**config.mk**
```make
export PLATFORM = sky130hd
export DESIGN_NAME = binary_grid_neighbor_smoothing
export DESIGN_NICKNAME = d
export VERILOG_FILES = /design/src/rtl/bgns_pkg.sv /design/src/rtl/binary_grid_neighbor_smoothing.sv /design/src/rtl/bgns_front.sv /design/src/rtl/bgns_queue.sv /design/src/rtl/bgns_back.sv
export SDC_FILE = /design/constraint.sdc
export NUM_CORES = 2
export LEC_CHECK = 0
export ABC_AREA = 1
export BUFFER_PORTS_ARGS = -buffer_cell sky130_fd_sc_hd__buf_4
export CAP_MARGIN = 20
export CORE_MARGIN = 1.5
export CORE_UTILIZATION = 60
export CTS_CLUSTER_DIAMETER = 100
export DETAILED_ROUTE_END_ITERATION = 16
export GPL_ROUTABILITY_DRIVEN = 0
export PLACE_DENSITY = 0.8
export SLEW_MARGIN = 20
export SYNTH_ARGS = -nofsm -noshare
export SYNTH_HDL_FRONTEND = slang
export SYNTH_SLANG_ARGS = --single-unit
```
**constraint.sdc**
```tcl
create_clock -name i_clk -period 22.6 [get_ports i_clk]
set_input_delay 1.13 -clock i_clk [delete_from_list [all_inputs] [get_ports i_clk]]
set_output_delay 1.13 -clock i_clk [all_outputs]
set_load 0.02 [all_outputs]
```
**src/rtl/bgns_pkg.sv**
```systemverilog
`timescale 1ns / 1ps

package bgns_pkg;

    // Stream and register field widths
    localparam int DATA_W    = 64;
    localparam int COL_CFG_W = 7;
    localparam int ROW_CFG_W = 16;
    localparam int APB_DW    = 32;
    localparam int APB_AW    = 3;

    // Smallest grid that still has an interior
    localparam int MIN_COLS = 3;
    localparam int MIN_ROWS = 3;

    // Neighbour count at which a cell keeps its old value
    localparam int KEEP_COUNT = 3;

    // Register index, taken from paddr[2]
    typedef enum logic {
        REG_COLUMNS = 1'b0,
        REG_ROWS    = 1'b1
    } t_reg_idx;

    // Control that travels with a queued row job
    typedef struct packed {
        logic smooth;   // smooth the middle row, else pass it unchanged
        logic last;     // the lower row closes the frame and goes out after it
    } t_job_ctl;

    localparam int JOB_CTL_W = $bits(t_job_ctl);

endpackage

```
**src/rtl/binary_grid_neighbor_smoothing.sv**
```systemverilog
`timescale 1ns / 1ps

// One pass of 3x3 binary cellular-automaton smoothing over a grid streamed one
// row per item. Interior cells with fewer than three open neighbours close, more
// than three open, exactly three keep their value; border rows and columns pass
// unchanged and unused columns read as zero. Results lag input by one row: the
// first row of a frame gives nothing, and the row that closes the frame gives
// two results (the smoothed row above it, then itself with tlast). A new row is
// taken every cycle while the job queue is not full; the output port gives one
// result per cycle while m_axis_tready is high, so the extra result at each
// frame end takes an output slot of its own. When the row that completes a
// result is accepted, its job enters the two-entry queue between the row buffer
// and the smoothing stage, then moves into the output register once that is
// free; the closing row waits in a pending register and follows it. Columns and
// rows per frame are set through the APB registers at addresses 0 and 4.
module binary_grid_neighbor_smoothing #(
    parameter int ROW_CELLS = 64
) (
    input  logic                              i_clk,
    input  logic                              i_rst_n,
    input  logic                              s_axis_tvalid,
    output logic                              s_axis_tready,
    input  logic [bgns_pkg::DATA_W-1:0]       s_axis_tdata,  // [63:0] row_cells
    output logic                              m_axis_tvalid,
    input  logic                              m_axis_tready,
    output logic [bgns_pkg::DATA_W-1:0]       m_axis_tdata,  // [63:0] smoothed_row
    output logic                              m_axis_tlast,
    input  logic                              psel,
    input  logic                              penable,
    input  logic                              pwrite,
    input  logic [bgns_pkg::APB_AW-1:0]       paddr,
    input  logic [bgns_pkg::APB_DW-1:0]       pwdata,
    output logic [bgns_pkg::APB_DW-1:0]       prdata,
    output logic                              pready
);

    localparam int CW    = $clog2(ROW_CELLS + 1);
    localparam int JOB_W = 3 * ROW_CELLS + CW + bgns_pkg::JOB_CTL_W;

    logic [bgns_pkg::COL_CFG_W-1:0] r_cfg_cols;
    logic [bgns_pkg::ROW_CFG_W-1:0] r_cfg_rows;
    logic                           cfg_wr;
    bgns_pkg::t_reg_idx             reg_idx;

    logic                  in_accept;
    logic                  push;
    logic [ROW_CELLS-1:0]  f_up;
    logic [ROW_CELLS-1:0]  f_mid;
    logic [ROW_CELLS-1:0]  f_down;
    logic [CW-1:0]         f_cols;
    bgns_pkg::t_job_ctl    f_ctl;
    logic                  q_full;
    logic                  q_valid;
    logic                  q_pop;
    logic [JOB_W-1:0]      q_head;
    logic [ROW_CELLS-1:0]  b_up;
    logic [ROW_CELLS-1:0]  b_mid;
    logic [ROW_CELLS-1:0]  b_down;
    logic [CW-1:0]         b_cols;
    bgns_pkg::t_job_ctl    b_ctl;
    logic [ROW_CELLS-1:0]  out_row;

    // Configuration registers
    assign pready  = 1'b1;
    assign cfg_wr  = psel && penable && pwrite && pready;
    assign reg_idx = bgns_pkg::t_reg_idx'(paddr[2]);

    always_ff @(posedge i_clk) begin
        if (!i_rst_n) begin
            r_cfg_cols <= bgns_pkg::COL_CFG_W'(64);
            r_cfg_rows <= bgns_pkg::ROW_CFG_W'(64);
        end else if (cfg_wr) begin
            unique case (reg_idx)
                bgns_pkg::REG_COLUMNS: r_cfg_cols <= pwdata[bgns_pkg::COL_CFG_W-1:0];
                bgns_pkg::REG_ROWS:    r_cfg_rows <= pwdata[bgns_pkg::ROW_CFG_W-1:0];
                default: ;
            endcase
        end
    end

    always_comb begin
        unique case (reg_idx)
            bgns_pkg::REG_COLUMNS: prdata = bgns_pkg::APB_DW'(r_cfg_cols);
            bgns_pkg::REG_ROWS:    prdata = bgns_pkg::APB_DW'(r_cfg_rows);
            default:               prdata = '0;
        endcase
    end

    assign s_axis_tready = !q_full;
    assign in_accept     = s_axis_tvalid && s_axis_tready;

    bgns_front #(
        .ROW_CELLS (ROW_CELLS),
        .CW        (CW)
    ) u_front (
        .i_clk      (i_clk),
        .i_rst_n    (i_rst_n),
        .i_accept   (in_accept),
        .i_row      (s_axis_tdata),
        .i_cfg_cols (r_cfg_cols),
        .i_cfg_rows (r_cfg_rows),
        .o_push     (push),
        .o_up       (f_up),
        .o_mid      (f_mid),
        .o_down     (f_down),
        .o_cols     (f_cols),
        .o_ctl      (f_ctl)
    );

    bgns_queue #(
        .W (JOB_W)
    ) u_queue (
        .i_clk   (i_clk),
        .i_rst_n (i_rst_n),
        .i_push  (push),
        .i_data  ({f_ctl, f_cols, f_down, f_mid, f_up}),
        .o_full  (q_full),
        .i_pop   (q_pop),
        .o_valid (q_valid),
        .o_data  (q_head)
    );

    assign {b_ctl, b_cols, b_down, b_mid, b_up} = q_head;

    bgns_back #(
        .ROW_CELLS (ROW_CELLS),
        .CW        (CW)
    ) u_back (
        .i_clk    (i_clk),
        .i_rst_n  (i_rst_n),
        .i_valid  (q_valid),
        .o_pop    (q_pop),
        .i_up     (b_up),
        .i_mid    (b_mid),
        .i_down   (b_down),
        .i_cols   (b_cols),
        .i_ctl    (b_ctl),
        .o_tvalid (m_axis_tvalid),
        .i_tready (m_axis_tready),
        .o_tdata  (out_row),
        .o_tlast  (m_axis_tlast)
    );

    assign m_axis_tdata = bgns_pkg::DATA_W'(out_row);

endmodule

```
**src/rtl/bgns_front.sv**
```systemverilog
`timescale 1ns / 1ps

module bgns_front #(
    parameter int ROW_CELLS = 64,
    parameter int CW        = $clog2(ROW_CELLS + 1)
) (
    input  logic                             i_clk,
    input  logic                             i_rst_n,
    input  logic                             i_accept,
    input  logic [bgns_pkg::DATA_W-1:0]      i_row,
    input  logic [bgns_pkg::COL_CFG_W-1:0]   i_cfg_cols,
    input  logic [bgns_pkg::ROW_CFG_W-1:0]   i_cfg_rows,
    output logic                             o_push,
    output logic [ROW_CELLS-1:0]             o_up,
    output logic [ROW_CELLS-1:0]             o_mid,
    output logic [ROW_CELLS-1:0]             o_down,
    output logic [CW-1:0]                    o_cols,
    output bgns_pkg::t_job_ctl               o_ctl
);

    logic [ROW_CELLS-1:0]               r_older;
    logic [ROW_CELLS-1:0]               r_newer;
    logic [bgns_pkg::ROW_CFG_W-1:0]     r_count;
    logic [ROW_CELLS-1:0]               n_older;
    logic [ROW_CELLS-1:0]               n_newer;
    logic [bgns_pkg::ROW_CFG_W-1:0]     n_count;

    logic [CW-1:0]                      cols;
    logic [bgns_pkg::ROW_CFG_W-1:0]     rows;
    logic [ROW_CELLS-1:0]               mask;
    logic [ROW_CELLS-1:0]               cur;
    logic                               have_prev;
    logic                               have_two;
    logic                               complete;

    // Clamp the column count to the range the hardware holds
    always_comb begin
        if (int'(i_cfg_cols) < bgns_pkg::MIN_COLS) begin
            cols = CW'(bgns_pkg::MIN_COLS);
        end else if (int'(i_cfg_cols) > ROW_CELLS) begin
            cols = CW'(ROW_CELLS);
        end else begin
            cols = CW'(i_cfg_cols);
        end
    end

    assign rows = (int'(i_cfg_rows) < bgns_pkg::MIN_ROWS)
                ? bgns_pkg::ROW_CFG_W'(bgns_pkg::MIN_ROWS) : i_cfg_rows;

    for (genvar j = 0; j < ROW_CELLS; j++) begin : g_mask
        assign mask[j] = (int'(cols) > j);
    end

    assign cur       = i_row[ROW_CELLS-1:0] & mask;
    assign have_prev = (r_count != '0);
    assign have_two  = (r_count > bgns_pkg::ROW_CFG_W'(1));
    assign complete  = have_two
                     && (({1'b0, r_count} + (bgns_pkg::ROW_CFG_W+1)'(1)) >= {1'b0, rows});

    assign o_push       = i_accept && have_prev;
    assign o_up         = r_older & mask;
    assign o_mid        = r_newer & mask;
    assign o_down       = cur;
    assign o_cols       = cols;
    assign o_ctl.smooth = have_two;
    assign o_ctl.last   = complete;

    always_comb begin
        n_older = r_older;
        n_newer = r_newer;
        n_count = r_count;
        if (i_accept) begin
            if (complete) begin
                // restart the frame
                n_older = '0;
                n_newer = '0;
                n_count = '0;
            end else begin
                n_older = r_newer;
                n_newer = cur;
                n_count = r_count + bgns_pkg::ROW_CFG_W'(1);
            end
        end
    end

    always_ff @(posedge i_clk) begin
        if (!i_rst_n) begin
            r_count <= '0;
        end else begin
            r_count <= n_count;
        end
    end

    always_ff @(posedge i_clk) begin
        r_older <= n_older;
        r_newer <= n_newer;
    end

endmodule

```
**src/rtl/bgns_queue.sv**
```systemverilog
`timescale 1ns / 1ps

module bgns_queue #(
    parameter int W = 8
) (
    input  logic         i_clk,
    input  logic         i_rst_n,
    input  logic         i_push,
    input  logic [W-1:0] i_data,
    output logic         o_full,
    input  logic         i_pop,
    output logic         o_valid,
    output logic [W-1:0] o_data
);

    logic [W-1:0] r_mem [2];
    logic         r_wptr;
    logic         r_rptr;
    logic [1:0]   r_cnt;
    logic         n_wptr;
    logic         n_rptr;
    logic [1:0]   n_cnt;
    logic         do_push;
    logic         do_pop;

    assign o_full  = r_cnt[1];
    assign o_valid = (r_cnt != 2'd0);
    assign o_data  = r_mem[r_rptr];
    assign do_push = i_push && !o_full;
    assign do_pop  = i_pop && o_valid;

    always_comb begin
        n_wptr = do_push ? ~r_wptr : r_wptr;
        n_rptr = do_pop ? ~r_rptr : r_rptr;
        n_cnt  = r_cnt;
        if (do_push && !do_pop) begin
            n_cnt = r_cnt + 2'd1;
        end else if (do_pop && !do_push) begin
            n_cnt = r_cnt - 2'd1;
        end
    end

    always_ff @(posedge i_clk) begin
        if (!i_rst_n) begin
            r_wptr <= 1'b0;
            r_rptr <= 1'b0;
            r_cnt  <= 2'd0;
        end else begin
            r_wptr <= n_wptr;
            r_rptr <= n_rptr;
            r_cnt  <= n_cnt;
        end
    end

    always_ff @(posedge i_clk) begin
        if (do_push) begin
            r_mem[r_wptr] <= i_data;
        end
    end

endmodule

```
**src/rtl/bgns_back.sv**
```systemverilog
`timescale 1ns / 1ps

module bgns_back #(
    parameter int ROW_CELLS = 64,
    parameter int CW        = $clog2(ROW_CELLS + 1)
) (
    input  logic                  i_clk,
    input  logic                  i_rst_n,
    input  logic                  i_valid,
    output logic                  o_pop,
    input  logic [ROW_CELLS-1:0]  i_up,
    input  logic [ROW_CELLS-1:0]  i_mid,
    input  logic [ROW_CELLS-1:0]  i_down,
    input  logic [CW-1:0]         i_cols,
    input  bgns_pkg::t_job_ctl    i_ctl,
    output logic                  o_tvalid,
    input  logic                  i_tready,
    output logic [ROW_CELLS-1:0]  o_tdata,
    output logic                  o_tlast
);

    logic [ROW_CELLS-1:0] smoothed;
    logic [ROW_CELLS-1:0] result;

    logic                 r_out_valid;
    logic [ROW_CELLS-1:0] r_out_data;
    logic                 r_out_last;
    logic                 r_pend_valid;
    logic [ROW_CELLS-1:0] r_pend_data;
    logic                 n_out_valid;
    logic [ROW_CELLS-1:0] n_out_data;
    logic                 n_out_last;
    logic                 n_pend_valid;
    logic [ROW_CELLS-1:0] n_pend_data;

    logic                 out_free;

    // Edge columns keep their value
    assign smoothed[0]           = i_mid[0];
    assign smoothed[ROW_CELLS-1] = i_mid[ROW_CELLS-1];

    for (genvar j = 1; j < ROW_CELLS - 1; j++) begin : g_cell
        logic [3:0] nsum;
        logic       interior;
        assign nsum = 4'(i_up[j-1]) + 4'(i_up[j]) + 4'(i_up[j+1])
                    + 4'(i_mid[j-1]) + 4'(i_mid[j+1])
                    + 4'(i_down[j-1]) + 4'(i_down[j]) + 4'(i_down[j+1]);
        assign interior = (int'(i_cols) > j + 1);
        always_comb begin
            if (!interior) begin
                smoothed[j] = i_mid[j];
            end else if (nsum > 4'(bgns_pkg::KEEP_COUNT)) begin
                smoothed[j] = 1'b1;
            end else if (nsum < 4'(bgns_pkg::KEEP_COUNT)) begin
                smoothed[j] = 1'b0;
            end else begin
                smoothed[j] = i_mid[j];
            end
        end
    end

    assign result   = i_ctl.smooth ? smoothed : i_mid;
    assign out_free = !r_out_valid || i_tready;
    // hold new jobs while the closing row still waits
    assign o_pop    = i_valid && out_free && !r_pend_valid;

    always_comb begin
        n_out_valid  = r_out_valid;
        n_out_data   = r_out_data;
        n_out_last   = r_out_last;
        n_pend_valid = r_pend_valid;
        n_pend_data  = r_pend_data;
        priority if (o_pop) begin
            n_out_valid  = 1'b1;
            n_out_data   = result;
            n_out_last   = 1'b0;
            n_pend_valid = i_ctl.last;
            n_pend_data  = i_down;
        end else if (r_pend_valid && out_free) begin
            n_out_valid  = 1'b1;
            n_out_data   = r_pend_data;
            n_out_last   = 1'b1;
            n_pend_valid = 1'b0;
        end else if (i_tready) begin
            n_out_valid  = 1'b0;
        end
    end

    always_ff @(posedge i_clk) begin
        if (!i_rst_n) begin
            r_out_valid  <= 1'b0;
            r_pend_valid <= 1'b0;
        end else begin
            r_out_valid  <= n_out_valid;
            r_pend_valid <= n_pend_valid;
        end
    end

    always_ff @(posedge i_clk) begin
        r_out_data  <= n_out_data;
        r_out_last  <= n_out_last;
        r_pend_data <= n_pend_data;
    end

    assign o_tvalid = r_out_valid;
    assign o_tdata  = r_out_data;
    assign o_tlast  = r_out_last;

endmodule

```
==> run metrics <==
run status=complete, no violations; largest net degree at the start of global routing=231; period utilization=24.2%; Synth Area in Compound Gates=6.90%; RSZ-0062 raised after global routing=no; Congestion Overflow GR=0; multi-input logic area=16600 um^2; Yosys top cell area share=46.6%; fin cells=5543; port bufs=170; initial DRC count=2468; core area=70000 um^2; Hold Buf Count CTS=0; layout cell share with drive strength beyond 1=9.43%; number of fill cells=5123; Netlist cell types=51; overall routed net length=95500 um; Adder-Cell Fraction of Synth Area=17.8%; global-route wire length before repair=150000 um; cells after synthesis=4379; clock sinks=705; leading cell type in the layout, fill and taps excluded=inv_1; most used cell, CP=inv_1; post-CTS sizing=0; Synth Area in XOR/XNOR=0.227%; post-CTS setup buffers=0; Seq/Total Area, Yosys=48.8%; synth top area cells=edfxtp_1 (47%), fa_1 (12%), inv_1 (10%); commonest cells after routing, fill and taps aside=inv_1 (1173), nand2_1 (701), edfxtp_1 (658); total global-route track usage=27.2%; number of synthesized flops with an enable pin=658; largest family of logic cells by synthesized area=adder cells; Tightest Pin Transition=1.10 ns; worst skew pair latency=0.65 ns; Vias per Instance=5.25; Starting Density=60.5%; top-level port count=206; syn_area_per_cell=9.68 um^2; hold crit path type=reg2reg; Synth Register Bits=705; setup TNS=0 ns; critical-path cell list=buf_12, o21ai_0, inv_1, ha_1, inv_1, fa_1, fa_1, inv_1, fa_1, inv_1, fa_1, inv_1, nand2_1, nand3_1, o21ai_0, a21oi_1; Pre-antenna DRT Iters=5; CTS tree=yes; Critical Setup Path Class=reg2reg; Final Max Tran Viols=0; Yosys top cell by area=edfxtp_1; Placed Cells=5399; Synth-to-Final Area Change=11.0%; Routed Antenna Nets=0; final count of hold timing violations=0; CP top delay family=adder cells; buffer and inverter count on the worst path=6; max_cap viols=0; Mapped Area=42400 um^2; clock skew=0.0394 ns; crit start category=register; nets=5098; slowest cell on the critical path=dfxtp_4; warning count from the yosys run=0; Simple-Gate Fraction of Synth Area=13.7%; WP data required=22.98 ns; final setup fails=0; Num CTS Buffers=77; min Tclk post-route=5.46 ns; htree depth=3; Main synth FF type=edfxtp_1; # diodes=0; crit path DAT=5.84 ns; Die ar.=72200 um^2; DRC=0; asr flop ratio synth=0%; WL/cell=17.2 um; Clk pin slew, worst setup/hold paths=0.07 ns; mux cell area share after synthesis=0.286%; crit-path max FO=230; Vias=29100; CP peak stage delay=0.86 ns; CTS root buf=clkbuf_16; Slew headroom=26.9%; Die X-Extent=269 um; Reg area=20700 um^2; initial antenna violation count=0; Max Root-Sink Buffers=3; achievable frequency=183 MHz; die height=269 um; Detail Placement HPWL=67500 um; vias in the first global route=29100; site row count=97; Crit. End Element=register
==> final cells by class <==
cell class | instances | share of cell area (%)
clock buffers | 87 | 4.31
multi-input cells | 2369 | 35.3
flip-flops and latches | 705 | 44.0
inverters | 1195 | 9.56
repair buffers | 190 | 3.07
clock inverters | 57 | 1.29
well taps | 940 | 2.50
==> per-layer routing <==
metal / up-vias / global-route usage [%] / routed length [um]
met2: 1042 / 46.1 / 46400
met1: 13900 / 33.6 / 36300
met5: - / 0 / 0
met3: 241 / 5.48 / 8460
met4: 0 / 12.6 / 4350
li1: 14000 / - / -
==> flip-flops by register name (all words and copies together), names as in the netlist, 2 cells and up, named ones only <==
| register | count |
|---|---|
| u_queue.r_mem | 402 |
| u_back.o_tdata | 64 |
| u_back.r_pend_data | 64 |
| u_front.r_newer | 64 |
| u_front.r_older | 64 |
| r_cfg_rows | 16 |
| u_front.r_count | 16 |
| r_cfg_cols | 7 |
| u_queue.r_cnt | 2 |
==> Yosys cell counts, drive strengths merged (3+ instances only) <==
cell type and instances:
a31oi 7, o21a 7, dfxtp 47, a211o 3
nand4 23, clkbuf 60, nor4 4, inv 1192
a211oi 8, buf 65, fa 248, nand3 76
nor2 433, nand2 711, a21oi 135, a2bb2oi 8
a22oi 15, mux2 9, clkinv 3, nor3 74
o211ai 13, ha 206, xor2 11, a21boi 8
o21ai 324, o2111ai 3, edfxtp 658, or2 15
==> path summary, 6_finish.rpt <==
| check | cells after the start | endpoint | start | slack (ns) |
|---|---|---|---|---|
| min | 0 | u_queue.r_mem[0][1]$_DFFE_PP_ | u_front.r_older[1]$_SDFFCE_PP0P_ | 0.45 |
| min reg2reg | 0 | u_queue.r_mem[0][1]$_DFFE_PP_ | u_front.r_older[1]$_SDFFCE_PP0P_ | 0.45 |
| max reg2reg | 16 | u_back.o_tdata[57]$_DFFE_PP_ | register | 17.14 |
| max | 16 | u_back.o_tdata[57]$_DFFE_PP_ | register | 17.14 |
==> logic make-up (layout without fill, tap and decap cells) <==
family | count (synthesis) | count (layout)
other | 2 | 17
AO/OA/AOI/OAI | 537 | 537
flip-flops | 705 | 705
multiplexers | 11 | 11
buffers and inverters | 1320 | 1529
AND/OR/NAND/NOR | 1339 | 1339
XOR/XNOR | 11 | 11
adder cells (fa/ha/maj) | 454 | 454
==> through the flow <==
step,area [um^2],util [%],hold slack (ns),setup WS [ns]
floorplan,42400,-,0.425,9.20
global placement,44400,63.4,0.423,17.39
detailed placement,44400,63.4,0.434,17.28
CTS,47000,67.2,0.443,17.26
global route,47000,67.2,0.465,16.81
finish,47000,67.2,0.447,17.14
Power is not shown: default switching activity piles up to over one toggle a cycle in this logic, so the estimate is an artifact.
